[config.mk]
export PLATFORM = sky130hd
export DESIGN_NAME = dock_position_pd_controller
export DESIGN_NICKNAME = d
export VERILOG_FILES = /design/src/rtl/dpc_pkg.sv /design/src/rtl/dpc_cfg_regs.sv /design/src/rtl/dpc_core.sv /design/src/rtl/dock_position_pd_controller.sv
export VERILOG_INCLUDE_DIRS = /design/src /design/src/rtl
export SDC_FILE = /design/constraint.sdc
export NUM_CORES = 1
export LEC_CHECK = 0
export ABC_AREA = 1
export BUFFER_PORTS_ARGS = -buffer_cell sky130_fd_sc_hd__buf_4
export CORE_MARGIN = 4
export CORE_UTILIZATION = 55
export CTS_CLUSTER_DIAMETER = 120
export DETAILED_ROUTE_END_ITERATION = 7
export GPL_TIMING_DRIVEN = 0
export PLACE_DENSITY = 0.75
export SYNTH_ARGS = -nofsm -noshare
export SYNTH_HDL_FRONTEND = slang
export SYNTH_SLANG_ARGS = --single-unit
export TNS_END_PERCENT = 30
[constraint.sdc]
create_clock -name clk -period 31.1 [get_ports clk]
set_input_delay 4.665 -clock clk [delete_from_list [all_inputs] [get_ports clk]]
set_output_delay 4.665 -clock clk [all_outputs]
set_load 0.05 [all_outputs]
[src/rtl/dock_position_pd_controller_macros.svh]
// Assertion macros shared by the dock position PD controller RTL.
// Each macro expects a clock named clk and a synchronous reset named rst in scope.
`ifndef DOCK_POSITION_PD_CONTROLLER_MACROS_SVH
`define DOCK_POSITION_PD_CONTROLLER_MACROS_SVH

// Same-cycle implication, disabled while reset is asserted.
`define DPC_ASSERT_NOW(label, ante, cons, msg) \
  label: assert property (@(posedge clk) disable iff (rst) (ante) |-> (cons)) \
    else $error(msg);

// Next-cycle implication, disabled while reset is asserted.
`define DPC_ASSERT_NEXT(label, ante, cons, msg) \
  label: assert property (@(posedge clk) disable iff (rst) (ante) |=> (cons)) \
    else $error(msg);

`endif

[src/rtl/dpc_pkg.sv]
// Shared types and constants for the dock position PD controller.
// No dependencies; used by every module of the block.
`timescale 1ns / 1ps

package dpc_pkg;

  // Datapath widths.
  localparam int POS_W    = 20;
  localparam int ERR_W    = POS_W + 1;
  localparam int DERR_W   = POS_W + 2;
  localparam int GAIN_W   = 8;
  localparam int PROD_P_W = ERR_W + GAIN_W + 1;
  localparam int PROD_D_W = DERR_W + GAIN_W + 1;
  localparam int SUM_W    = PROD_D_W + 1;
  localparam int QFRAC    = 4;
  localparam int QUOT_W   = SUM_W - QFRAC;
  localparam int DRV_W    = 8;
  localparam int CEIL_W   = 7;
  localparam int REQ_W    = 2;

  // Register port geometry.
  localparam int DATA_W    = 32;
  localparam int ADDR_W    = 5;
  localparam int REG_IDX_W = ADDR_W - 2;

  // Register indexes.
  localparam logic [REG_IDX_W-1:0] REG_GAIN_PROP     = 3'd0;
  localparam logic [REG_IDX_W-1:0] REG_GAIN_DERIV    = 3'd1;
  localparam logic [REG_IDX_W-1:0] REG_SETPOINT_DOWN = 3'd2;
  localparam logic [REG_IDX_W-1:0] REG_SETPOINT_UP   = 3'd3;
  localparam logic [REG_IDX_W-1:0] REG_DRIVE_FLOOR   = 3'd4;
  localparam logic [REG_IDX_W-1:0] REG_DRIVE_CEILING = 3'd5;

  // Requested state codes.
  localparam logic [REQ_W-1:0] REQ_UP   = 2'd0;
  localparam logic [REQ_W-1:0] REQ_DOWN = 2'd1;

  // Register reset values.
  localparam logic [GAIN_W-1:0]        GAIN_PROP_RST  = 8'd24;
  localparam logic [GAIN_W-1:0]        GAIN_DERIV_RST = 8'd8;
  localparam logic signed [POS_W-1:0]  SP_DOWN_RST    = POS_W'(-510);
  localparam logic signed [POS_W-1:0]  SP_UP_RST      = POS_W'(-410);
  localparam logic signed [DRV_W-1:0]  FLOOR_RST      = DRV_W'(-127);
  localparam logic [CEIL_W-1:0]        CEIL_RST       = 7'd127;

  typedef struct packed {
    logic [GAIN_W-1:0]       gain_prop;
    logic [GAIN_W-1:0]       gain_deriv;
    logic signed [POS_W-1:0] setpoint_down;
    logic signed [POS_W-1:0] setpoint_up;
    logic signed [DRV_W-1:0] drive_floor;
    logic [CEIL_W-1:0]       drive_ceiling;
  } cfg_t;

  typedef struct packed {
    logic signed [POS_W-1:0] position;
    logic                    manual_hold;
    logic [REQ_W-1:0]        requested_state;
  } item_t;

  typedef struct packed {
    logic signed [DRV_W-1:0] drive;
    logic                    drive_valid;
    logic                    reported_state;
  } result_t;

endpackage

[src/rtl/dpc_cfg_regs.sv]
// APB-style configuration register file for the dock position PD controller.
// Depends on dpc_pkg for register indexes, reset values and the cfg_t struct.
`timescale 1ns / 1ps

module dpc_cfg_regs (
  input  logic                        clk,
  input  logic                        rst,
  input  logic                        psel,
  input  logic                        penable,
  input  logic                        pwrite,
  input  logic [dpc_pkg::ADDR_W-1:0]  paddr,
  input  logic [dpc_pkg::DATA_W-1:0]  pwdata,
  output logic [dpc_pkg::DATA_W-1:0]  prdata,
  output logic                        pready,
  output dpc_pkg::cfg_t               cfg
);
  import dpc_pkg::*;

  logic [REG_IDX_W-1:0] idx;
  logic                 wr_en;

  assign idx    = paddr[ADDR_W-1:2];
  assign pready = 1'b1;
  assign wr_en  = psel && penable && pwrite && pready;

  always_ff @(posedge clk) begin
    if (rst) begin
      cfg.gain_prop     <= GAIN_PROP_RST;
      cfg.gain_deriv    <= GAIN_DERIV_RST;
      cfg.setpoint_down <= SP_DOWN_RST;
      cfg.setpoint_up   <= SP_UP_RST;
      cfg.drive_floor   <= FLOOR_RST;
      cfg.drive_ceiling <= CEIL_RST;
    end else if (wr_en) begin
      unique case (idx)
        REG_GAIN_PROP:     cfg.gain_prop     <= pwdata[GAIN_W-1:0];
        REG_GAIN_DERIV:    cfg.gain_deriv    <= pwdata[GAIN_W-1:0];
        REG_SETPOINT_DOWN: cfg.setpoint_down <= pwdata[POS_W-1:0];
        REG_SETPOINT_UP:   cfg.setpoint_up   <= pwdata[POS_W-1:0];
        REG_DRIVE_FLOOR:   cfg.drive_floor   <= pwdata[DRV_W-1:0];
        REG_DRIVE_CEILING: cfg.drive_ceiling <= pwdata[CEIL_W-1:0];
        default: ;
      endcase
    end
  end

  // Signed registers read back sign extended.
  always_comb begin
    unique case (idx)
      REG_GAIN_PROP:     prdata = DATA_W'(cfg.gain_prop);
      REG_GAIN_DERIV:    prdata = DATA_W'(cfg.gain_deriv);
      REG_SETPOINT_DOWN: prdata = DATA_W'(cfg.setpoint_down);
      REG_SETPOINT_UP:   prdata = DATA_W'(cfg.setpoint_up);
      REG_DRIVE_FLOOR:   prdata = DATA_W'(cfg.drive_floor);
      REG_DRIVE_CEILING: prdata = DATA_W'(cfg.drive_ceiling);
      default:           prdata = '0;
    endcase
  end

endmodule

[src/rtl/dpc_core.sv]
// Controller state and PD control law for the dock position PD controller.
// Depends on dpc_pkg for widths, state codes and the cfg_t, item_t, result_t structs.
`timescale 1ns / 1ps

module dpc_core (
  input  logic             clk,
  input  logic             rst,
  input  logic             advance,
  input  dpc_pkg::item_t   item,
  input  dpc_pkg::cfg_t    cfg,
  output dpc_pkg::result_t result
);
  import dpc_pkg::*;

  logic signed [POS_W-1:0]    target_position;
  logic signed [POS_W-1:0]    target_position_next;
  logic signed [ERR_W-1:0]    previous_error;
  logic signed [ERR_W-1:0]    previous_error_next;
  logic                       last_state;
  logic                       last_state_next;
  logic                       target_captured;
  logic                       target_captured_next;

  logic signed [POS_W-1:0]    tgt;
  logic                       st;
  logic signed [ERR_W-1:0]    err;
  logic signed [DERR_W-1:0]   derr;
  logic signed [PROD_P_W-1:0] prod_p;
  logic signed [PROD_D_W-1:0] prod_d;
  logic signed [SUM_W-1:0]    sum;
  logic signed [SUM_W-1:0]    sum_adj;
  logic signed [QUOT_W-1:0]   quot;
  logic signed [QUOT_W-1:0]   floor_ext;
  logic signed [QUOT_W-1:0]   ceil_ext;
  logic signed [QUOT_W-1:0]   lo_clamped;
  logic signed [QUOT_W-1:0]   hi_clamped;

  // Setpoint selection. Only a change of request moves the target; a code
  // other than up or down keeps the target and is recorded as up.
  always_comb begin
    tgt = target_position;
    st  = item.requested_state[0];
    if (item.requested_state != {1'b0, last_state}) begin
      if (item.requested_state == REQ_DOWN) begin
        tgt = cfg.setpoint_down;
      end else if (item.requested_state == REQ_UP) begin
        tgt = cfg.setpoint_up;
      end else begin
        st = 1'b0;
      end
    end
  end

  // PD law in Q4.4, then truncation toward zero and the two clamps.
  always_comb begin
    err        = ERR_W'(tgt) - ERR_W'(item.position);
    derr       = DERR_W'(err) - DERR_W'(previous_error);
    prod_p     = PROD_P_W'($signed({1'b0, cfg.gain_prop})) * PROD_P_W'(err);
    prod_d     = PROD_D_W'($signed({1'b0, cfg.gain_deriv})) * PROD_D_W'(derr);
    sum        = SUM_W'(prod_p) + SUM_W'(prod_d);
    sum_adj    = sum + (sum[SUM_W-1] ? SUM_W'((1 << QFRAC) - 1) : SUM_W'(0));
    quot       = QUOT_W'(sum_adj >>> QFRAC);
    floor_ext  = QUOT_W'(cfg.drive_floor);
    ceil_ext   = QUOT_W'($signed({1'b0, cfg.drive_ceiling}));
    lo_clamped = (quot < floor_ext) ? floor_ext : quot;
    hi_clamped = (lo_clamped > ceil_ext) ? ceil_ext : lo_clamped;
  end

  always_comb begin
    target_position_next = target_position;
    previous_error_next  = previous_error;
    last_state_next      = last_state;
    target_captured_next = target_captured;
    result.drive          = '0;
    result.drive_valid    = 1'b0;
    result.reported_state = last_state;
    if (item.manual_hold) begin
      target_captured_next = 1'b0;
    end else if (!target_captured) begin
      target_position_next = item.position;
      target_captured_next = 1'b1;
    end else begin
      target_position_next  = tgt;
      last_state_next       = st;
      previous_error_next   = err;
      result.drive          = DRV_W'(hi_clamped);
      result.drive_valid    = 1'b1;
      result.reported_state = st;
    end
  end

  always_ff @(posedge clk) begin
    if (rst) begin
      target_position <= '0;
      previous_error  <= '0;
      last_state      <= 1'b0;
      target_captured <= 1'b0;
    end else if (advance) begin
      target_position <= target_position_next;
      previous_error  <= previous_error_next;
      last_state      <= last_state_next;
      target_captured <= target_captured_next;
    end
  end

endmodule

[src/rtl/dock_position_pd_controller.sv]
// Flow: an item accepted at a clock edge goes into the input register and moves on into the
// result register once that register is free; a stall on the result side holds it there.
// Throughput: one item per cycle while the result side does not stall; the controller state
// loop runs from the state registers through the PD law back to the state registers.
// Reset (synchronous, active high) empties both stages, clears the controller state and
// loads the configuration registers with their default values.
`timescale 1ns / 1ps
`include "dock_position_pd_controller_macros.svh"

// Top level of the dock position PD controller: input register, core and result
// register, plus the configuration port. Depends on dpc_pkg, dpc_cfg_regs and dpc_core.
module dock_position_pd_controller (
  input  logic                               clk,
  input  logic                               rst,
  // Input item channel.
  input  logic                               in_valid,
  output logic                               in_ready,
  input  logic signed [dpc_pkg::POS_W-1:0]   position,
  input  logic                               manual_hold,
  input  logic [dpc_pkg::REQ_W-1:0]          requested_state,
  // Result item channel.
  output logic                               out_valid,
  input  logic                               out_ready,
  output logic signed [dpc_pkg::DRV_W-1:0]   drive,
  output logic                               drive_valid,
  output logic                               reported_state,
  // Configuration port.
  input  logic                               psel,
  input  logic                               penable,
  input  logic                               pwrite,
  input  logic [dpc_pkg::ADDR_W-1:0]         paddr,
  input  logic [dpc_pkg::DATA_W-1:0]         pwdata,
  output logic [dpc_pkg::DATA_W-1:0]         prdata,
  output logic                               pready
);
  import dpc_pkg::*;

  cfg_t    cfg;
  item_t   s1_item;
  logic    s1_valid;
  logic    advance;
  result_t core_result;
  result_t out_result;

  // The input register feeds the core. Its item moves into the result register,
  // and the controller state commits, whenever the result register is empty or is
  // being emptied in the same cycle. The input register refills in that same cycle, but
  // while a stalled result holds the item in the input register, no new item is accepted.
  assign advance  = s1_valid && (!out_valid || out_ready);
  assign in_ready = !s1_valid || advance;

  always_ff @(posedge clk) begin
    if (rst) begin
      s1_valid <= 1'b0;
    end else if (in_ready) begin
      s1_valid <= in_valid;
    end
  end

  // Payload of the input register needs no reset.
  always_ff @(posedge clk) begin
    if (in_ready && in_valid) begin
      s1_item.position        <= position;
      s1_item.manual_hold     <= manual_hold;
      s1_item.requested_state <= requested_state;
    end
  end

  dpc_cfg_regs u_cfg_regs (
    .clk     (clk),
    .rst     (rst),
    .psel    (psel),
    .penable (penable),
    .pwrite  (pwrite),
    .paddr   (paddr),
    .pwdata  (pwdata),
    .prdata  (prdata),
    .pready  (pready),
    .cfg     (cfg)
  );

  dpc_core u_core (
    .clk     (clk),
    .rst     (rst),
    .advance (advance),
    .item    (s1_item),
    .cfg     (cfg),
    .result  (core_result)
  );

  // Result register: it loads on every advance and otherwise holds, and its valid
  // flag drops once the waiting item has been taken.
  always_ff @(posedge clk) begin
    if (rst) begin
      out_valid <= 1'b0;
    end else if (advance) begin
      out_valid <= 1'b1;
    end else if (out_ready) begin
      out_valid <= 1'b0;
    end
  end

  always_ff @(posedge clk) begin
    if (advance) begin
      out_result <= core_result;
    end
  end

  assign drive          = out_result.drive;
  assign drive_valid    = out_result.drive_valid;
  assign reported_state = out_result.reported_state;

  // Terms used by the checks below.
  logic                    hold_advance;
  logic                    undriven_out;
  logic signed [DRV_W-1:0] ceil_val;
  logic                    driven_ordered;
  logic                    drive_in_range;

  assign hold_advance   = advance && s1_item.manual_hold;
  assign undriven_out   = out_valid && !drive_valid;
  assign ceil_val       = $signed({1'b0, cfg.drive_ceiling});
  assign driven_ordered = out_valid && drive_valid && (cfg.drive_floor <= ceil_val);
  assign drive_in_range = (drive >= cfg.drive_floor) && (drive <= ceil_val);

  // An item taken under manual hold must come out as a result with no drive.
  `DPC_ASSERT_NEXT(a_hold_no_drive, hold_advance, undriven_out, "held item produced a drive")
  // A result with no drive carries a zero drive value.
  `DPC_ASSERT_NOW(a_idle_drive_zero, undriven_out, drive == '0, "undriven result not zero")
  // With ordered limits every driven result lies between them.
  `DPC_ASSERT_NOW(a_drive_in_limits, driven_ordered, drive_in_range, "drive out of limits")
  // An empty input register always accepts a new item.
  `DPC_ASSERT_NOW(a_empty_accepts, !s1_valid, in_ready, "empty input stage refused an item")

endmodule

=== Word-level counts from Yosys, hierarchy flattened ===
Cells that the tools add are included.

* Register bits after elaboration: 149
* Input bits: 67
* Output and inout port bits: 45
* Logic and storage cells: 73

* Add/sub/neg operators: 4
* $mul: 2
* Order comparisons: 2
* Equality and inequality tests: 7
* Mux-type cells: 16
* Bitwise logic cells: 2
* Reductions and logical operators: 21

{| class="wikitable"
|+ Operator list
! kind !! count
|-
| one-hot mux 32 bit (6 select lines) || 1
|-
| two-way mux 20 bit || 4
|-
| adder 30 x 31 -> 32 bit || 1
|-
| adder 32 bit || 1
|-
| multiplier 9 x 22 -> 31 bit || 1
|-
| multiplier 9 x 21 -> 30 bit || 1
|-
| > comparator 28 x 8 -> 1 bit || 1
|-
| less-than comparator 28 x 8 -> 1 bit || 1
|-
| two-way mux 28 bit || 1
|-
| subtractor 21 x 21 -> 22 bit || 1
|-
| subtractor 20 x 20 -> 21 bit || 1
|-
| AND reduction 2 bit || 7
|-
| two-way mux 1 bit || 7
|-
| two-way mux 7 bit || 1
|-
| equality test 3 x 2 -> 1 bit (second input constant) || 2
|-
| equality test 3 bit (second input constant) || 2
|-
| logical AND 1 bit || 4
|-
| two-way mux 4 bit || 1
|-
| equality test 3 x 1 -> 1 bit (second input constant) || 1
|-
| zero test 3 bit || 1
|-
| AND reduction 3 bit || 1
|-
| OR reduction 3 bit || 1
|-
| equality test 2 x 1 -> 1 bit (second input constant) || 1
|-
| zero test 1 bit || 2
|-
| other kinds (7) || 9
|}

=== Logic depth before layout (Yosys ltp) ===
* Word-level depth: 14
* Gate-level depth with buffers: 109
* Depth with buffers taken out: 106

=== Hierarchy ===
Synthesis repeated with hierarchy kept, for this count alone.

* Cells, all modules: 3,353
* Area total of the unflattened synthesis: 23,891.7 um^2

{| class="wikitable"
|+ By module, submodules not included
! module !! instances !! cells each !! area each (um^2) !! seq. area each (um^2)
|-
| dpc_core || 1 || 2,771 || 19,247.2 || 860.8
|-
| dpc_cfg_regs || 1 || 537 || 3,562.2 || 1,421.4
|-
| dock_position_pd_controller || 1 || 45 || 1,082.3 || 1,031.0
|}

=== Worst setup path before layout ===
No wires, ideal clock.

* Kind: flip-flop to flip-flop
* From: register s1_item[1] (netlist name)
* To: register out_result, in the netlist drive[1] (data pin)
* Arrival time: 13.661 ns
* Path slack: 17.185 ns
* Cell stages (with the launch flop): 95
* Path buffers: 3
* Period minus slack after synthesis: 13.915 ns
* Path through: edfxtp_1 nor2_1 inv_1 o21ai_0 clkbuf_1 o22ai_1 inv_1 ha_1 inv_1 fa_1 nand2_1 o21ai_1 nand2_1 nand2_1 a21oi_1 inv_1 nand2_1 nand2_1 [59 not listed] nand2_1 a21oi_1 nor2_1 o21ai_0 a21oi_1 nor2_1 nand2_1 nor2_1 nand4_1 nor2_1 nand2_1 nor2_2 nand4_2 nand3_2 buf_6 nand2_1 nand2_1 nor2_2

* Cells in the longest elaborated chain, start to end: 14

{| class="wikitable"
|+ RTL lines
! what !! RTL line !! source
|-
| from (decl) || dock_position_pd_controller.sv:39 || <nowiki>item_t s1_item;</nowiki>
|-
| zero test 2 bit || dpc_core.sv:46 || <nowiki>end else if (item.requested_state == REQ_UP) begin</nowiki>
|-
| two-way mux 20 bit || dpc_core.sv:46 ||
|-
| two-way mux 20 bit || dpc_core.sv:44 || <nowiki>if (item.requested_state == REQ_DOWN) begin</nowiki>
|-
| two-way mux 20 bit * || dpc_core.sv:43 || <nowiki>if (item.requested_state != {1'b0, last_state}) begin</nowiki>
|-
| subtractor 20 x 20 -> 21 bit * || dpc_core.sv:56 || <nowiki>err = ERR_W'(tgt) - ERR_W'(item.position);</nowiki>
|-
| net u_core.err[12] || dpc_core.sv:26 || <nowiki>logic signed [ERR_W-1:0] err;</nowiki>
|-
| subtractor 21 x 21 -> 22 bit || dpc_core.sv:57 || <nowiki>derr = DERR_W'(err) - DERR_W'(previous_error);</nowiki>
|-
| multiplier 9 x 22 -> 31 bit || dpc_core.sv:59 || <nowiki>prod_d = PROD_D_W'($signed({1'b0, cfg.gain_deriv})) * PROD_D_W'(derr);</nowiki>
|-
| adder 30 x 31 -> 32 bit * || dpc_core.sv:60 || <nowiki>sum = SUM_W'(prod_p) + SUM_W'(prod_d);</nowiki>
|-
| two-way mux 4 bit || dpc_core.sv:61 || <nowiki>sum_adj = sum + (sum[SUM_W-1] ? SUM_W'((1 << QFRAC) - 1) : SUM_W'(0));</nowiki>
|-
| adder 32 bit * || dpc_core.sv:61 ||
|-
| less-than comparator 28 x 8 -> 1 bit || dpc_core.sv:65 || <nowiki>lo_clamped = (quot < floor_ext) ? floor_ext : quot;</nowiki>
|-
| two-way mux 28 bit * || dpc_core.sv:65 ||
|-
| > comparator 28 x 8 -> 1 bit || dpc_core.sv:66 || <nowiki>hi_clamped = (lo_clamped > ceil_ext) ? ceil_ext : lo_clamped;</nowiki>
|-
| two-way mux 7 bit * || dpc_core.sv:66 ||
|-
| to (signal assigned) || dock_position_pd_controller.sv:105 || <nowiki>out_result <= core_result;</nowiki>
|-
| to (decl) || dock_position_pd_controller.sv:43 || <nowiki>result_t out_result;</nowiki>
|}

The timed path passes the listed nets; every way through them passes the cells marked *.
A chain may end at the register's enable or synchronous reset.

=== Worst setup path in the final report ===
* From: register s1_item[1] (netlist name)
* To: register out_result, in the netlist drive[3] (data pin)

Same word-level chain as after synthesis.

==> results.yml <==
outcome:
  status: "finished, final reports clean"
critical_path:
  cp_top_family: "adder cells"
  path_buf_inv: 15
  cp-end-kind: "flop"
  crit_path_start_kind: "flop"
  cp_common_cell: "nand2_1"
  critPathSlowestCell: "xor2_1"
  crit_arrival_ps: 17790
  crit_required_ps: 31310
  critPathKind: "flop to flop"
  cp_max_fo: 10
  cpPeakStageDelay_ps: 960
grt:
  antenna_found_initial: 0
  first_global_vias: 21957
  met2_usage: 0.521
  grt_max_degree: 25
  globalRoute.busiestLayer: "met2"
  grtUsageMet1: 0.407
  grt_use_met3: 0.0611
  grt_pass1_wl_mm: 114
  grt.total_usage: 0.311
  grt-ovfl-total: 0
clock_network:
  clock_path_buffers: 2
  cts_resized: 0
  cts_sinks: 149
  cts_tree: "done"
  ctsHoldBuffers: 0
  htreeDepth: 4
  clk_latency_ps: 460
  root_buffer: "clkbuf_16"
  post_cts_buffers: 0
  cts_made_buffers: 17
  path_clk_slew_ps: 80
synthesis:
  synth_compound_area_frac: 0.0956
  synth_edf_count: 33
  seq_area_frac_synth: 0.142
  yosys.area_share.simple: 0.222
  synth_fp_nets: 3794
  synthAdderAreaFrac: 0.377
  synth_seq_cells: 149
  ys_warn_count: 0
  ys_types: 58
  syn_area_mm2: 0.0234
  synth-xor-area-share: 0.0187
  synth_top_family_by_area: "adder cells"
  async_reset_ff_frac: 0
  syn_area_per_cell_um2: 7.27
  synth-main-ff-cell: "dfxtp_1"
  syn_inst: 3216
  synthMuxAreaShare: 0
min_path:
  hold_path_class: "flop to flop"
final_layout:
  mostFrequentLayoutCell: "inv_1"
  nets: 3909
  num_antenna_cells: 0
  syn2layout_area_growth_pct: 8.66
  drive_gt1_frac: 0.0727
  final_cell_mix: "inv_1, nand2_1, fa_1"
detailed_routing:
  ant_nets: 0
  vias: 21336
  drtIter0Drc: 2019
  wirelength_mm: 70.8
  firstDrtPassIters: 6
  drc: 0
  vias_per_cell: 5.49
  wl_per_cell_um: 18.2
flow_run:
  maxCapViolCount: 0
sta:
  min_period_over_period: 0.565
  fin_tns_setup_ps: 0
  slew_viol_final: 0
  hold_viol: 0
  rsz0062_at_grt: "false"
  max_freq_ghz: 0.0569
  relSlewSlack: 0.0540
  finalSetupViolations: 0
  worstMarginPinSlew_ps: 1410
  min_period_ps: 17580
  clock_skew_ps: 15.4
floorplan:
  die_w_um: 214
  initial_core_util: 0.557
  dieArea_mm2: 0.0458
  coreArea_mm2: 0.0419
  rows: 75
  die_h_um: 214
  num_io_pins: 112
placement:
  dp_hpwl_mm: 59.7
  place.gp.congestion: 0.986
  portBuffers: 96
-- cell usage after synthesis (all sizes together) (5+ instances only) --
| cell | n | area share |
|---|---|---|
| and2 | 5 | 0.0013 |
| o211ai | 9 | 0.0029 |
| o21a | 7 | 0.0022 |
| o21bai | 7 | 0.0022 |
| dfxtp | 116 | 0.099 |
| a22oi | 7 | 0.0022 |
| a21boi | 5 | 0.0016 |
| o22ai | 49 | 0.013 |
| clkbuf | 83 | 0.013 |
| a21oi | 182 | 0.039 |
| nor2 | 272 | 0.047 |
| a31oi | 5 | 0.0013 |
| o21ai | 119 | 0.026 |
| xnor2 | 15 | 0.0056 |
| nand3b | 6 | 0.0019 |
| fa | 321 | 0.28 |
| nand4 | 49 | 0.013 |
| buf | 19 | 0.0057 |
| edfxtp | 33 | 0.042 |
| nor3 | 18 | 0.0059 |
| xor2 | 34 | 0.013 |
| or2 | 6 | 0.0016 |
| inv | 780 | 0.13 |
| ha | 190 | 0.10 |
| nand2 | 733 | 0.12 |
| nand3 | 125 | 0.029 |
-- final cells by class --
type	count	area [µm²]
Timing Repair Buffer	96	721
Clock inverter	15	204
Buffer	102	445
Clock buffer	17	425
Tap cell	539	674
Inverter	783	2940
Sequential cell	149	3310
Fill cell	3852	16600
Multi-Input combinational cell	2182	16700
-- state kept, by name (all words and copies together), names as in the netlist --
signal and flops:
u_core.previous_error 21, u_cfg_regs.cfg 71, u_core.target_captured 1, reported_state 1
drive_valid 1, s1_valid 1, out_valid 1, drive 8
s1_item 23, u_core.last_state 1, u_core.target_position 20
-- cells by family after synthesis --
logic type               after synthesis
AO/OA/AOI/OAI                        403
other                                  1
buffers and inverters                885
flip-flops                           149
XOR/XNOR                              49
AND/OR/NAND/NOR                     1218
adder cells (fa/ha/maj)              511
-- through the flow --
stage	std cells	setup slack, ps	cell area, µm²	util	hold WS, ps
detailed placement	3851	13840	24800	0.590	483
global route	3883	12180	25400	0.605	515
finish	3883	13520	25400	0.605	492
floorplan	3216	17190	23400	-	452
CTS	3883	13740	25400	0.605	494
global placement	3851	14110	24800	0.590	462
-- final timing paths --
| kind | from | end | slack [ps] | cells after the start |
|---|---|---|---|---|
| setup / recovery | s1_item[1] | drive[3] | 13520 | 90 |
| hold / removal | u_core.target_position[0] | u_core.target_position[0] | 490 | 2 |
| setup reg to reg | s1_item[1] | drive[3] | 13520 | 90 |
| hold reg to reg | u_core.target_position[0] | u_core.target_position[0] | 490 | 2 |
-- worst min-delay path: cells and delay by family (launching register included) --
kind,cells,cell delay (ps)
flops,1,300
buf+inv,1,70
compound gates,1,70
-- routing by layer --
metal | vias up | part of all wire
li1 | 10047 | -
met1 | 10170 | 0.41
met2 | 965 | 0.46
met3 | 154 | 0.093
met4 | 0 | 0.036
met5 | - | 0
Power is left out: the tool's default activity adds up to more than one toggle a clock period on the data nets, which glitch-free logic cannot reach.
